`src/rtl/lmts_pkg.sv`:
```
`timescale 1ns / 1ps
`default_nettype none
// ----------------------------------------------------------------------------
// lmts_pkg
// Shared types, constants and LFSR step functions for the memory test
// sequencer.
// ----------------------------------------------------------------------------
package lmts_pkg;

    localparam int ADDR_BITS     = 24;
    localparam int PATTERN_BITS  = 32;
    localparam int CFG_ADDR_BITS = 5;
    localparam int CFG_DATA_BITS = 32;
    localparam int OQ_DEPTH      = 4;

    localparam logic [PATTERN_BITS-1:0] PATTERN_INIT       = 32'hCCAA5533;
    localparam logic [ADDR_BITS-1:0]    SINGLE_SEED_RESET  = 24'hDEC0DE;
    localparam logic [ADDR_BITS-1:0]    FIRST_SEED_RESET   = 24'hABCDEF;
    localparam logic [ADDR_BITS-1:0]    SECOND_SEED_RESET  = 24'hFEDCBA;
    localparam logic [ADDR_BITS-1:0]    ADDR_MASK          = 24'hFFFFFF;

    // register indexes (byte address / 4)
    localparam logic [2:0] REG_TEST_MODE   = 3'd0;
    localparam logic [2:0] REG_TARGET_CHIP = 3'd1;
    localparam logic [2:0] REG_SINGLE_SEED = 3'd2;
    localparam logic [2:0] REG_FIRST_SEED  = 3'd3;
    localparam logic [2:0] REG_SECOND_SEED = 3'd4;

    localparam logic [1:0] MODE_SEQUENTIAL = 2'd0;

    typedef enum logic [1:0] {
        OP_START    = 2'd0,
        OP_STEP     = 2'd1,
        OP_READ_RET = 2'd2
    } t_opcode;

    typedef enum logic [1:0] {
        KIND_WRITE = 2'd0,
        KIND_READ  = 2'd1,
        KIND_PASS  = 2'd2,
        KIND_FAIL  = 2'd3
    } t_kind;

    typedef enum logic [1:0] {
        PH_IDLE  = 2'd0,
        PH_WRITE = 2'd1,
        PH_READ  = 2'd2
    } t_phase;

    typedef struct packed {
        t_opcode                  opcode;
        logic [PATTERN_BITS-1:0]  read_data;
    } t_in_item;

    typedef struct packed {
        t_kind                    kind;
        logic                     chip;
        logic [ADDR_BITS-1:0]     word_address;
        logic [PATTERN_BITS-1:0]  write_data;
        logic                     last;
    } t_out_item;

    typedef struct packed {
        logic [1:0]           test_mode;
        logic                 target_chip;
        logic [ADDR_BITS-1:0] single_walk_seed;
        logic [ADDR_BITS-1:0] first_walk_seed;
        logic [ADDR_BITS-1:0] second_walk_seed;
    } t_cfg;

    // up to two results per processed transaction; push1 only with push0
    typedef struct packed {
        logic      push0;
        logic      push1;
        t_out_item item0;
        t_out_item item1;
    } t_push_req;

    // data LFSR, taps 31,30,29,9, new bit enters at bit 0
    function automatic logic [PATTERN_BITS-1:0] next_pattern(
        input logic [PATTERN_BITS-1:0] p
    );
        logic fb;
        fb = p[31] ^ p[30] ^ p[29] ^ p[9];
        return {p[PATTERN_BITS-2:0], fb};
    endfunction

    // address walk: increment, or LFSR (taps 23,22,21,16) that maps zero to seed
    function automatic logic [ADDR_BITS-1:0] next_offset(
        input logic [ADDR_BITS-1:0] off,
        input logic [ADDR_BITS-1:0] seed,
        input logic                 seq
    );
        logic [ADDR_BITS-1:0] res;
        logic                 fb;
        fb = off[23] ^ off[22] ^ off[21] ^ off[16];
        if (seq) begin
            res = off + 1'b1;
        end else if (off == '0) begin
            res = seed;
        end else begin
            res = {off[ADDR_BITS-2:0], fb};
        end
        return res & ADDR_MASK;
    endfunction

endpackage
`default_nettype wire

```
`src/rtl/lmts_cfg_regs.sv`:
```
`timescale 1ns / 1ps
`default_nettype none
// ----------------------------------------------------------------------------
// lmts_cfg_regs
// APB-style configuration registers: test mode, target chip, walk seeds.
// ----------------------------------------------------------------------------
module lmts_cfg_regs (
    input  wire logic                                i_clk,
    input  wire logic                                i_rst_n,
    input  wire logic                                psel,
    input  wire logic                                penable,
    input  wire logic                                pwrite,
    input  wire logic [lmts_pkg::CFG_ADDR_BITS-1:0]  paddr,
    input  wire logic [lmts_pkg::CFG_DATA_BITS-1:0]  pwdata,
    output logic      [lmts_pkg::CFG_DATA_BITS-1:0]  prdata,
    output logic                                     pready,
    output lmts_pkg::t_cfg                           o_cfg
);
    import lmts_pkg::*;

    t_cfg       r_cfg;
    logic       wr_en;
    logic [2:0] reg_idx;

    assign pready  = 1'b1;
    assign reg_idx = paddr[CFG_ADDR_BITS-1:2];
    assign wr_en   = psel && penable && pwrite;
    assign o_cfg   = r_cfg;

    always_ff @(posedge i_clk) begin
        if (!i_rst_n) begin
            r_cfg.test_mode        <= MODE_SEQUENTIAL;
            r_cfg.target_chip      <= 1'b0;
            r_cfg.single_walk_seed <= SINGLE_SEED_RESET;
            r_cfg.first_walk_seed  <= FIRST_SEED_RESET;
            r_cfg.second_walk_seed <= SECOND_SEED_RESET;
        end else if (wr_en) begin
            unique case (reg_idx)
                REG_TEST_MODE:   r_cfg.test_mode        <= pwdata[1:0];
                REG_TARGET_CHIP: r_cfg.target_chip      <= pwdata[0];
                REG_SINGLE_SEED: r_cfg.single_walk_seed <= pwdata[ADDR_BITS-1:0];
                REG_FIRST_SEED:  r_cfg.first_walk_seed  <= pwdata[ADDR_BITS-1:0];
                REG_SECOND_SEED: r_cfg.second_walk_seed <= pwdata[ADDR_BITS-1:0];
                default: ;
            endcase
        end
    end

    always_comb begin
        prdata = '0;
        unique case (reg_idx)
            REG_TEST_MODE:   prdata = {{(CFG_DATA_BITS-2){1'b0}}, r_cfg.test_mode};
            REG_TARGET_CHIP: prdata = {{(CFG_DATA_BITS-1){1'b0}}, r_cfg.target_chip};
            REG_SINGLE_SEED: prdata = {{(CFG_DATA_BITS-ADDR_BITS){1'b0}},
                                       r_cfg.single_walk_seed};
            REG_FIRST_SEED:  prdata = {{(CFG_DATA_BITS-ADDR_BITS){1'b0}},
                                       r_cfg.first_walk_seed};
            REG_SECOND_SEED: prdata = {{(CFG_DATA_BITS-ADDR_BITS){1'b0}},
                                       r_cfg.second_walk_seed};
            default:         prdata = '0;
        endcase
    end

endmodule
`default_nettype wire

```
`src/rtl/lmts_engine.sv`:
```
`timescale 1ns / 1ps
`default_nettype none
// ----------------------------------------------------------------------------
// lmts_engine
// Input register plus the single-pass test state update. Each processed
// transaction pushes zero, one or two results into the output queue.
// ----------------------------------------------------------------------------
module lmts_engine (
    input  wire logic                i_clk,
    input  wire logic                i_rst_n,
    input  wire logic                i_in_valid,
    output logic                     o_in_ready,
    input  wire lmts_pkg::t_in_item  i_in_item,
    input  wire lmts_pkg::t_cfg      i_cfg,
    input  wire logic                i_space,
    output lmts_pkg::t_push_req      o_push
);
    import lmts_pkg::*;

    // input stage
    logic     r_in_valid;
    t_in_item r_in;

    // test state
    t_phase                  r_phase,       n_phase;
    logic [ADDR_BITS:0]      r_word_count,  n_word_count;
    logic [ADDR_BITS-1:0]    r_off_first,   n_off_first;
    logic [ADDR_BITS-1:0]    r_off_second,  n_off_second;
    logic [PATTERN_BITS-1:0] r_wr_pat,      n_wr_pat;
    logic [PATTERN_BITS-1:0] r_rd_pat,      n_rd_pat;
    logic [1:0]              r_pending,     n_pending;

    logic                    fire;
    logic                    dual;
    logic                    seq;
    logic                    step_ok;
    t_kind                   step_kind;
    logic [PATTERN_BITS-1:0] step_data;
    logic [ADDR_BITS:0]      wc_inc;
    logic [PATTERN_BITS-1:0] cmp_pat;
    logic                    data_ok;
    logic [1:0]              pend_dec;
    logic                    walk_closed;
    t_push_req               push;

    assign dual       = i_cfg.test_mode[1];
    assign seq        = (i_cfg.test_mode == MODE_SEQUENTIAL);
    assign fire       = r_in_valid && i_space;
    assign o_in_ready = !r_in_valid || fire;
    assign o_push     = push;

    always_ff @(posedge i_clk) begin
        if (!i_rst_n) begin
            r_in_valid <= 1'b0;
        end else if (o_in_ready) begin
            r_in_valid <= i_in_valid;
        end
    end

    always_ff @(posedge i_clk) begin
        if (o_in_ready && i_in_valid) begin
            r_in <= i_in_item;
        end
    end

    always_ff @(posedge i_clk) begin
        if (!i_rst_n) begin
            r_phase      <= PH_IDLE;
            r_word_count <= '0;
            r_off_first  <= '0;
            r_off_second <= '0;
            r_wr_pat     <= PATTERN_INIT;
            r_rd_pat     <= PATTERN_INIT;
            r_pending    <= '0;
        end else begin
            r_phase      <= n_phase;
            r_word_count <= n_word_count;
            r_off_first  <= n_off_first;
            r_off_second <= n_off_second;
            r_wr_pat     <= n_wr_pat;
            r_rd_pat     <= n_rd_pat;
            r_pending    <= n_pending;
        end
    end

    always_comb begin
        n_phase      = r_phase;
        n_word_count = r_word_count;
        n_off_first  = r_off_first;
        n_off_second = r_off_second;
        n_wr_pat     = r_wr_pat;
        n_rd_pat     = r_rd_pat;
        n_pending    = r_pending;
        push         = '0;
        step_ok      = 1'b0;
        step_kind    = KIND_WRITE;
        step_data    = '0;
        wc_inc       = r_word_count + 1'b1;
        cmp_pat      = r_rd_pat;
        data_ok      = 1'b0;
        pend_dec     = r_pending - 1'b1;
        walk_closed  = 1'b0;

        if (fire) begin
            unique case (r_in.opcode)
                OP_START: begin
                    n_phase      = PH_WRITE;
                    n_word_count = '0;
                    n_off_first  = '0;
                    n_off_second = '0;
                    n_pending    = '0;
                    n_rd_pat     = r_wr_pat;
                end

                OP_STEP: begin
                    if (r_phase == PH_WRITE) begin
                        step_data = next_pattern(r_wr_pat);
                        n_wr_pat  = step_data;
                        step_kind = KIND_WRITE;
                        step_ok   = 1'b1;
                    end else if (r_phase == PH_READ && r_pending == '0) begin
                        step_kind = KIND_READ;
                        step_ok   = 1'b1;
                    end

                    if (step_ok) begin
                        push.push0              = 1'b1;
                        push.item0.kind         = step_kind;
                        push.item0.chip         = dual ? 1'b0 : i_cfg.target_chip;
                        push.item0.word_address = r_off_first;
                        push.item0.write_data   = step_data;
                        push.item0.last         = !dual;
                        if (dual) begin
                            push.push1              = 1'b1;
                            push.item1.kind         = step_kind;
                            push.item1.chip         = 1'b1;
                            push.item1.word_address = r_off_second;
                            push.item1.write_data   = step_data;
                            push.item1.last         = 1'b1;
                            n_off_first  = next_offset(r_off_first,
                                                       i_cfg.first_walk_seed, 1'b0);
                            n_off_second = next_offset(r_off_second,
                                                       i_cfg.second_walk_seed, 1'b0);
                        end else begin
                            n_off_first  = next_offset(r_off_first,
                                                       i_cfg.single_walk_seed, seq);
                        end
                        if (step_kind == KIND_READ) begin
                            n_pending = dual ? 2'd2 : 2'd1;
                        end
                        // at 2^ADDR_BITS words: writes turn into reads, reads hold the count
                        if (wc_inc[ADDR_BITS]) begin
                            if (r_phase == PH_WRITE) begin
                                n_phase      = PH_READ;
                                n_word_count = '0;
                                n_off_first  = '0;
                                n_off_second = '0;
                            end else begin
                                n_word_count = {1'b1, {ADDR_BITS{1'b0}}};
                            end
                        end else begin
                            n_word_count = wc_inc;
                        end
                    end
                end

                OP_READ_RET: begin
                    if (r_phase == PH_READ && r_pending != '0) begin
                        // in dual mode the pair shares one pattern word
                        cmp_pat   = (!dual || r_pending >= 2'd2)
                                    ? next_pattern(r_rd_pat) : r_rd_pat;
                        n_rd_pat  = cmp_pat;
                        data_ok   = (r_in.read_data == cmp_pat);
                        n_pending = pend_dec;
                        if (!data_ok || (pend_dec == '0 && r_word_count[ADDR_BITS])) begin
                            if (dual) begin
                                walk_closed = (r_off_first  == i_cfg.first_walk_seed) &&
                                              (r_off_second == i_cfg.second_walk_seed);
                            end else begin
                                walk_closed = seq ||
                                              (r_off_first == i_cfg.single_walk_seed);
                            end
                            push.push0      = 1'b1;
                            push.item0.kind = (data_ok && walk_closed) ? KIND_PASS
                                                                       : KIND_FAIL;
                            push.item0.last = 1'b1;
                            n_phase         = PH_IDLE;
                            n_pending       = '0;
                        end
                    end
                end

                default: ;
            endcase
        end
    end

endmodule
`default_nettype wire

```
`src/rtl/lmts_out_queue.sv`:
```
`timescale 1ns / 1ps
`default_nettype none
// ----------------------------------------------------------------------------
// lmts_out_queue
// Result queue: up to two pushes per cycle, one pop per cycle.
// ----------------------------------------------------------------------------
module lmts_out_queue (
    input  wire logic                  i_clk,
    input  wire logic                  i_rst_n,
    input  wire lmts_pkg::t_push_req   i_push,
    output logic                       o_space,
    output logic                       o_out_valid,
    input  wire logic                  i_out_ready,
    output lmts_pkg::t_out_item        o_out_item
);
    import lmts_pkg::*;

    localparam int PTR_BITS = $clog2(OQ_DEPTH);
    localparam int CNT_BITS = $clog2(OQ_DEPTH + 1);

    t_out_item           r_mem [OQ_DEPTH];
    logic [PTR_BITS-1:0] r_wptr, n_wptr;
    logic [PTR_BITS-1:0] r_rptr, n_rptr;
    logic [CNT_BITS-1:0] r_count, n_count;
    logic [PTR_BITS-1:0] wptr_p1;
    logic                pop;

    assign o_out_valid = (r_count != '0);
    assign o_out_item  = r_mem[r_rptr];
    assign o_space     = (r_count <= CNT_BITS'(OQ_DEPTH - 2));
    assign pop         = o_out_valid && i_out_ready;
    assign wptr_p1     = r_wptr + 1'b1;

    always_comb begin
        n_wptr  = r_wptr + PTR_BITS'(i_push.push0) + PTR_BITS'(i_push.push1);
        n_rptr  = r_rptr + PTR_BITS'(pop);
        n_count = r_count + CNT_BITS'(i_push.push0) + CNT_BITS'(i_push.push1)
                  - CNT_BITS'(pop);
    end

    always_ff @(posedge i_clk) begin
        if (!i_rst_n) begin
            r_wptr  <= '0;
            r_rptr  <= '0;
            r_count <= '0;
        end else begin
            r_wptr  <= n_wptr;
            r_rptr  <= n_rptr;
            r_count <= n_count;
        end
    end

    always_ff @(posedge i_clk) begin
        if (i_push.push0) begin
            r_mem[r_wptr] <= i_push.item0;
        end
        if (i_push.push1) begin
            r_mem[wptr_p1] <= i_push.item1;
        end
    end

endmodule
`default_nettype wire

```
`src/rtl/lfsr_memory_test_sequencer_core.sv`:
```
`timescale 1ns / 1ps
`default_nettype none
// ----------------------------------------------------------------------------
// lfsr_memory_test_sequencer_core
// LFSR-driven memory self-test sequencer: issues write and read requests,
// checks returned data and reports pass or fail.
// ----------------------------------------------------------------------------
// Usage:
//  - Input channel (i_in_valid / o_in_ready / i_in_item) carries commands:
//    start, step (issue next access or access pair), read data return.
//  - Output channel (o_out_valid / i_out_ready / o_out_item) carries write
//    requests, read requests and the final passed / failed verdict; last
//    marks the final result of a command.
//  - APB port sets test mode, target chip and the three walk seeds; write it
//    only while no test command is in flight.
//  - A command is captured in the input register and processed once the
//    result queue has space; its results are written into the queue and
//    presented to the output channel from there.
//  - Throughput: one command per cycle while the result queue has space.
//    Interleaved steps yield two results each, so the one-result-per-cycle
//    output port sets the pace of steps in that mode.
//  - A 4-entry result queue decouples the sides; commands keep flowing while
//    results wait, and processing holds only when fewer than two entries are
//    free. A stalled receiver backs up into o_in_ready after that.
//  - Reset: registers return to their defaults, the test goes idle, both
//    pattern LFSRs reload 0xCCAA5533 and the queue empties.
// ----------------------------------------------------------------------------
module lfsr_memory_test_sequencer_core (
    input  wire logic                                i_clk,
    input  wire logic                                i_rst_n,
    input  wire logic                                i_in_valid,
    output logic                                     o_in_ready,
    input  wire lmts_pkg::t_in_item                  i_in_item,
    output logic                                     o_out_valid,
    input  wire logic                                i_out_ready,
    output lmts_pkg::t_out_item                      o_out_item,
    input  wire logic                                psel,
    input  wire logic                                penable,
    input  wire logic                                pwrite,
    input  wire logic [lmts_pkg::CFG_ADDR_BITS-1:0]  paddr,
    input  wire logic [lmts_pkg::CFG_DATA_BITS-1:0]  pwdata,
    output logic      [lmts_pkg::CFG_DATA_BITS-1:0]  prdata,
    output logic                                     pready
);
    import lmts_pkg::*;

    t_cfg      cfg;
    t_push_req push;
    logic      space;

    lmts_cfg_regs u_cfg_regs (
        .i_clk   (i_clk),
        .i_rst_n (i_rst_n),
        .psel    (psel),
        .penable (penable),
        .pwrite  (pwrite),
        .paddr   (paddr),
        .pwdata  (pwdata),
        .prdata  (prdata),
        .pready  (pready),
        .o_cfg   (cfg)
    );

    // state update: one command per cycle, while the queue has space, into the result queue
    lmts_engine u_engine (
        .i_clk      (i_clk),
        .i_rst_n    (i_rst_n),
        .i_in_valid (i_in_valid),
        .o_in_ready (o_in_ready),
        .i_in_item  (i_in_item),
        .i_cfg      (cfg),
        .i_space    (space),
        .o_push     (push)
    );

    lmts_out_queue u_out_queue (
        .i_clk       (i_clk),
        .i_rst_n     (i_rst_n),
        .i_push      (push),
        .o_space     (space),
        .o_out_valid (o_out_valid),
        .i_out_ready (i_out_ready),
        .o_out_item  (o_out_item)
    );

endmodule
`default_nettype wire
```
`config.mk`:
```
export PLATFORM = sky130hd
export DESIGN_NAME = lfsr_memory_test_sequencer_core
export DESIGN_NICKNAME = d
export VERILOG_FILES = /design/src/rtl/lmts_pkg.sv /design/src/rtl/lmts_cfg_regs.sv /design/src/rtl/lmts_engine.sv /design/src/rtl/lmts_out_queue.sv /design/src/rtl/lfsr_memory_test_sequencer_core.sv
export SDC_FILE = /design/constraint.sdc
export NUM_CORES = 1
export LEC_CHECK = 0
export BUFFER_PORTS_ARGS = -buffer_cell sky130_fd_sc_hd__buf_4
export CAP_MARGIN = 20
export CORE_UTILIZATION = 35
export DETAILED_ROUTE_END_ITERATION = 6
export GPL_TIMING_DRIVEN = 0
export PLACE_DENSITY = 0.5
export SLEW_MARGIN = 40
export SYNTH_ARGS = -nofsm -noshare
export SYNTH_HDL_FRONTEND = slang
export SYNTH_SLANG_ARGS = --single-unit
```
`constraint.sdc`:
```
create_clock -name i_clk -period 5.71 [get_ports i_clk]
set_clock_uncertainty 0.15 [all_clocks]
set_input_delay 0.8565 -clock i_clk [delete_from_list [all_inputs] [get_ports i_clk]]
set_output_delay 0.8565 -clock i_clk [all_outputs]
set_load 0.05 [all_outputs]
```
==> results.sh <==
export IMPL_cp_cell_sequence="inv_1, ha_1, nand3b_1, and2_1, nor2_1, nand2_1, inv_1, nand2_1, clkbuf_1, nand2_4, buf_12"
export IMPL_routabilityCongestion=0.934
export IMPL_pwr_density_cell_mw_per_mm2=344
export IMPL_via_count_of_the_first_global_routing_pass=19638
export IMPL_synth_top_area_cell="sky130_fd_sc_hd__edfxtp_1"
export IMPL_cts_tree="yes"
export IMPL_drt_first_iter_violations=1836
export IMPL_routed_wire_length_per_instance_um=24.0
export IMPL_timing_worst_setup_path_type="reg2reg"
export IMPL_critical_path_buf_inv_count=4
export IMPL_final_setup_viol_count=0
export IMPL_max_cap_violations=0
export IMPL_finalNonFillerCells=3658
export IMPL_worstHoldPathType="in2reg"
export IMPL_antenna_cells=0
export IMPL_ant_nets=0
export IMPL_crit_required_ps=5860
export IMPL_ioPinCount=173
export IMPL_critical_path_slowest_cell="sky130_fd_sc_hd__nand2_4"
export IMPL_min_delay_start="i_in_item[26]"
export IMPL_drt_pass1_iterations=6
export IMPL_yosys_register_bits=498
export IMPL_floorplan_initialDensity_pct=35.5
export IMPL_timing_worst_slew_pin_value_ps=880
export IMPL_place_detailed_instances=3554
export IMPL_pin_count_of_the_biggest_net_entering_global_routing=35
export IMPL_irDropWorstVdd_mv=0.254
export IMPL_holdBufCountCts=0
export IMPL_post_route_cells_drive_above_1_share_pct=14.0
export IMPL_synthToLayoutAreaGrowth_pct=17.8
export IMPL_grt_setup_unrepaired="no"
export IMPL_design_die_area_mm2=0.0708
export IMPL_synth_largest_type_area_fraction_pct=33.2
export IMPL_cellLeakagePower_nw=10.2
export IMPL_grt_util_all_layers_pct=24.5
export IMPL_routed_via_count=20176
export IMPL_critPathTopFamily="simple AND/OR/NAND/NOR gates"
export IMPL_synth_top_cells_by_area="sky130_fd_sc_hd__edfxtp_1 33%, sky130_fd_sc_hd__dfxtp_1 19%, sky130_fd_sc_hd__nand2_1 6.8%, sky130_fd_sc_hd__mux4_2 5.6%, sky130_fd_sc_hd__a21oi_1 3.4%"
export IMPL_wl_um=87900
export IMPL_dp_hpwl_um=64600
export IMPL_post_synth_top_count_cell="sky130_fd_sc_hd__nand2_1"
export IMPL_synth_seq_area_share_pct=51.9
export IMPL_cp_data_arrival_time_ps=4490
export IMPL_clock_tree_root_cell="sky130_fd_sc_hd__clkbuf_16"
export IMPL_yosys_most_used_dff="sky130_fd_sc_hd__edfxtp_1"
export IMPL_worstSkewPairLatency_ps=630
export IMPL_cts_repair_resized=0
export IMPL_die_width_um=266
export IMPL_synthCells=2459
export IMPL_post_cts_buffers=0
export IMPL_number_of_flops_mapped_to_enable_cells_by_yosys=270
export IMPL_cp_startpoint="u_engine.r_pending[1]"
export IMPL_viasPerCell=5.52
export IMPL_number_of_library_cell_types_mapped_by_synthesis=83
export IMPL_synth_async_reset_ratio_pct=0
export IMPL_design_final_nets=2775
export IMPL_regToRegStartpoint="u_engine.r_pending[1]"
export IMPL_synth_yosys_warnings=0
export IMPL_globalRoute_totalOverflow=0
export IMPL_grt_antenna_before_repair=1
export IMPL_port_buffers=151
export IMPL_power_total_mw=9.88
export IMPL_critPathMaxStageDelay_ps=490
export IMPL_grt_pass1_wl_um=130000
export IMPL_final_critical_path_time_including_i_o_delays_and_setup_ps=4340
export IMPL_critPathLaunchType="flip-flop"
export IMPL_post_route_period_util_pct=76.0
export IMPL_max_clock_path_buffers=3
export IMPL_relSlewSlack_pct=41.3
export IMPL_num_fill_cells=6666
export IMPL_route_detailed_drc=0
export IMPL_max_slew_violations=0
export IMPL_num_rows=96
export IMPL_final_hold_violation_count=0
export IMPL_crit_fanout=31
export IMPL_clk_slew_on_worst_s_h_paths_ps=60
export IMPL_cts_buffers_inserted=55
export IMPL_run_status="finished clean"
export IMPL_core_area_mm2=0.0688
export IMPL_numClockSinks=498
export IMPL_post_synth_instance_area_mm2=0.0244
export IMPL_crit_path_end_kind="flip-flop"
export IMPL_cts_htree_levels=2
export IMPL_synth_avg_cell_area_um2=9.93
export IMPL_fmaxAchievable_ghz=0.230
export IMPL_die_height_um=266
export IMPL_synth_common_cells="442 x sky130_fd_sc_hd__nand2_1, 270 x sky130_fd_sc_hd__edfxtp_1, 228 x sky130_fd_sc_hd__dfxtp_1"
[where the power goes]
| group | switching, mW | internal (mW) |
|---|---|---|
| Sequential | 0.0824 | 3.82 |
| Combinational | 1.50 | 0.813 |
| Clock | 1.52 | 2.15 |
[path summary, 6_finish.rpt]
check / cells past startpoint / slack, ps / to
max: 11 / 1370 / u_out_queue.r_mem[2][54]
min: 1 / 250 / u_engine.r_in[26]
max reg2reg: 11 / 1370 / u_out_queue.r_mem[2][54]
min reg2reg: 2 / 340 / u_engine.r_wr_pat[3]
[layout by cell type, fill, tap and decap left out, types with 19 or more instances in the layout]
cell type / count
sky130_fd_sc_hd__nor2_1: 157
sky130_fd_sc_hd__edfxtp_1: 270
sky130_fd_sc_hd__xnor2_1: 59
sky130_fd_sc_hd__o2bb2ai_1: 24
sky130_fd_sc_hd__nor3_1: 20
sky130_fd_sc_hd__nand2b_1: 19
sky130_fd_sc_hd__buf_4: 164
sky130_fd_sc_hd__o21ai_0: 161
sky130_fd_sc_hd__mux2i_1: 34
sky130_fd_sc_hd__clkbuf_16: 55
sky130_fd_sc_hd__clkbuf_1: 164
sky130_fd_sc_hd__a21oi_1: 166
sky130_fd_sc_hd__nand2_1: 440
sky130_fd_sc_hd__mux4_2: 61
sky130_fd_sc_hd__o22ai_1: 19
sky130_fd_sc_hd__a21boi_0: 45
sky130_fd_sc_hd__xor2_1: 67
sky130_fd_sc_hd__dfxtp_1: 228
sky130_fd_sc_hd__inv_1: 54
sky130_fd_sc_hd__nand4_1: 28
sky130_fd_sc_hd__nand3_1: 100
sky130_fd_sc_hd__buf_2: 30
sky130_fd_sc_hd__nor4_1: 21
[cell type report]
| cell class | count | area (µm²) | share of cell area [%] |
|---|---|---|---|
| multi-input combinational | 1699 | 10700 | 37.1 |
| clock inverter | 26 | 352 | 1.22 |
| inverter | 57 | 224 | 0.779 |
| timing repair buffer | 157 | 1240 | 4.32 |
| sequential | 498 | 12700 | 44.1 |
| tap | 931 | 1160 | 4.05 |
| clock buffer | 78 | 1490 | 5.19 |
| buffer | 212 | 937 | 3.26 |
[worst register-to-register path: stages (launching register included)]
cell	delay, ps
sky130_fd_sc_hd__dfxtp_1	350
sky130_fd_sc_hd__inv_1	100
sky130_fd_sc_hd__ha_1	160
sky130_fd_sc_hd__nand3b_1	210
sky130_fd_sc_hd__and2_1	270
sky130_fd_sc_hd__nor2_1	420
sky130_fd_sc_hd__nand2_1	400
sky130_fd_sc_hd__inv_1	340
sky130_fd_sc_hd__nand2_1	410
sky130_fd_sc_hd__clkbuf_1	410
sky130_fd_sc_hd__nand2_4	490
sky130_fd_sc_hd__buf_12	300
[stage by stage]
step	hold WS, ps	utilization [%]	setup WS [ps]	TNS [ps]	area, µm²
after global placement	319	38.9	-821	-84530	26700
after global routing	227	41.8	1040	0	28800
final	249	41.8	1370	0	28800
after floorplan	301	-	1680	0	24400
after CTS	217	41.8	1360	0	28800
after detailed placement	327	39.1	1340	0	26900
[cells by family after synthesis]
kind of cell	Yosys count	synth area share (%)
other	2	0.0308
AOI/OAI and AO/OA	579	15.0
and+or+nand+nor	872	15.9
xor gates and xnor gates	126	4.52
DFF	498	51.9
adders and majority gates	17	0.963
muxes	96	7.07
buffers and inverters	269	4.66
[layer usage]
metal  part of all wire (%)  up-vias  routed length, µm  track usage (%)
li1                       -     9277                  -                -
met1                     45     9998              39800             35.0
met2                     46      794              40300             38.8
met3                    6.9      107               6050             3.78
met4                    2.0        0               1720             5.62
met5                      0        -                  0                0
[sequential cells by signal, indices dropped and copies added, names as in the netlist, 3 cells and up]
register / cells
u_cfg_regs.o_cfg: 75
u_out_queue.r_count: 3
u_out_queue.r_mem: 240
u_engine.r_wr_pat: 32
u_engine.r_word_count: 25
u_engine.r_off_second: 24
u_engine.r_rd_pat: 32
u_engine.r_in: 34
u_engine.r_off_first: 24
Note: power is estimated with default switching activity, not from simulation.
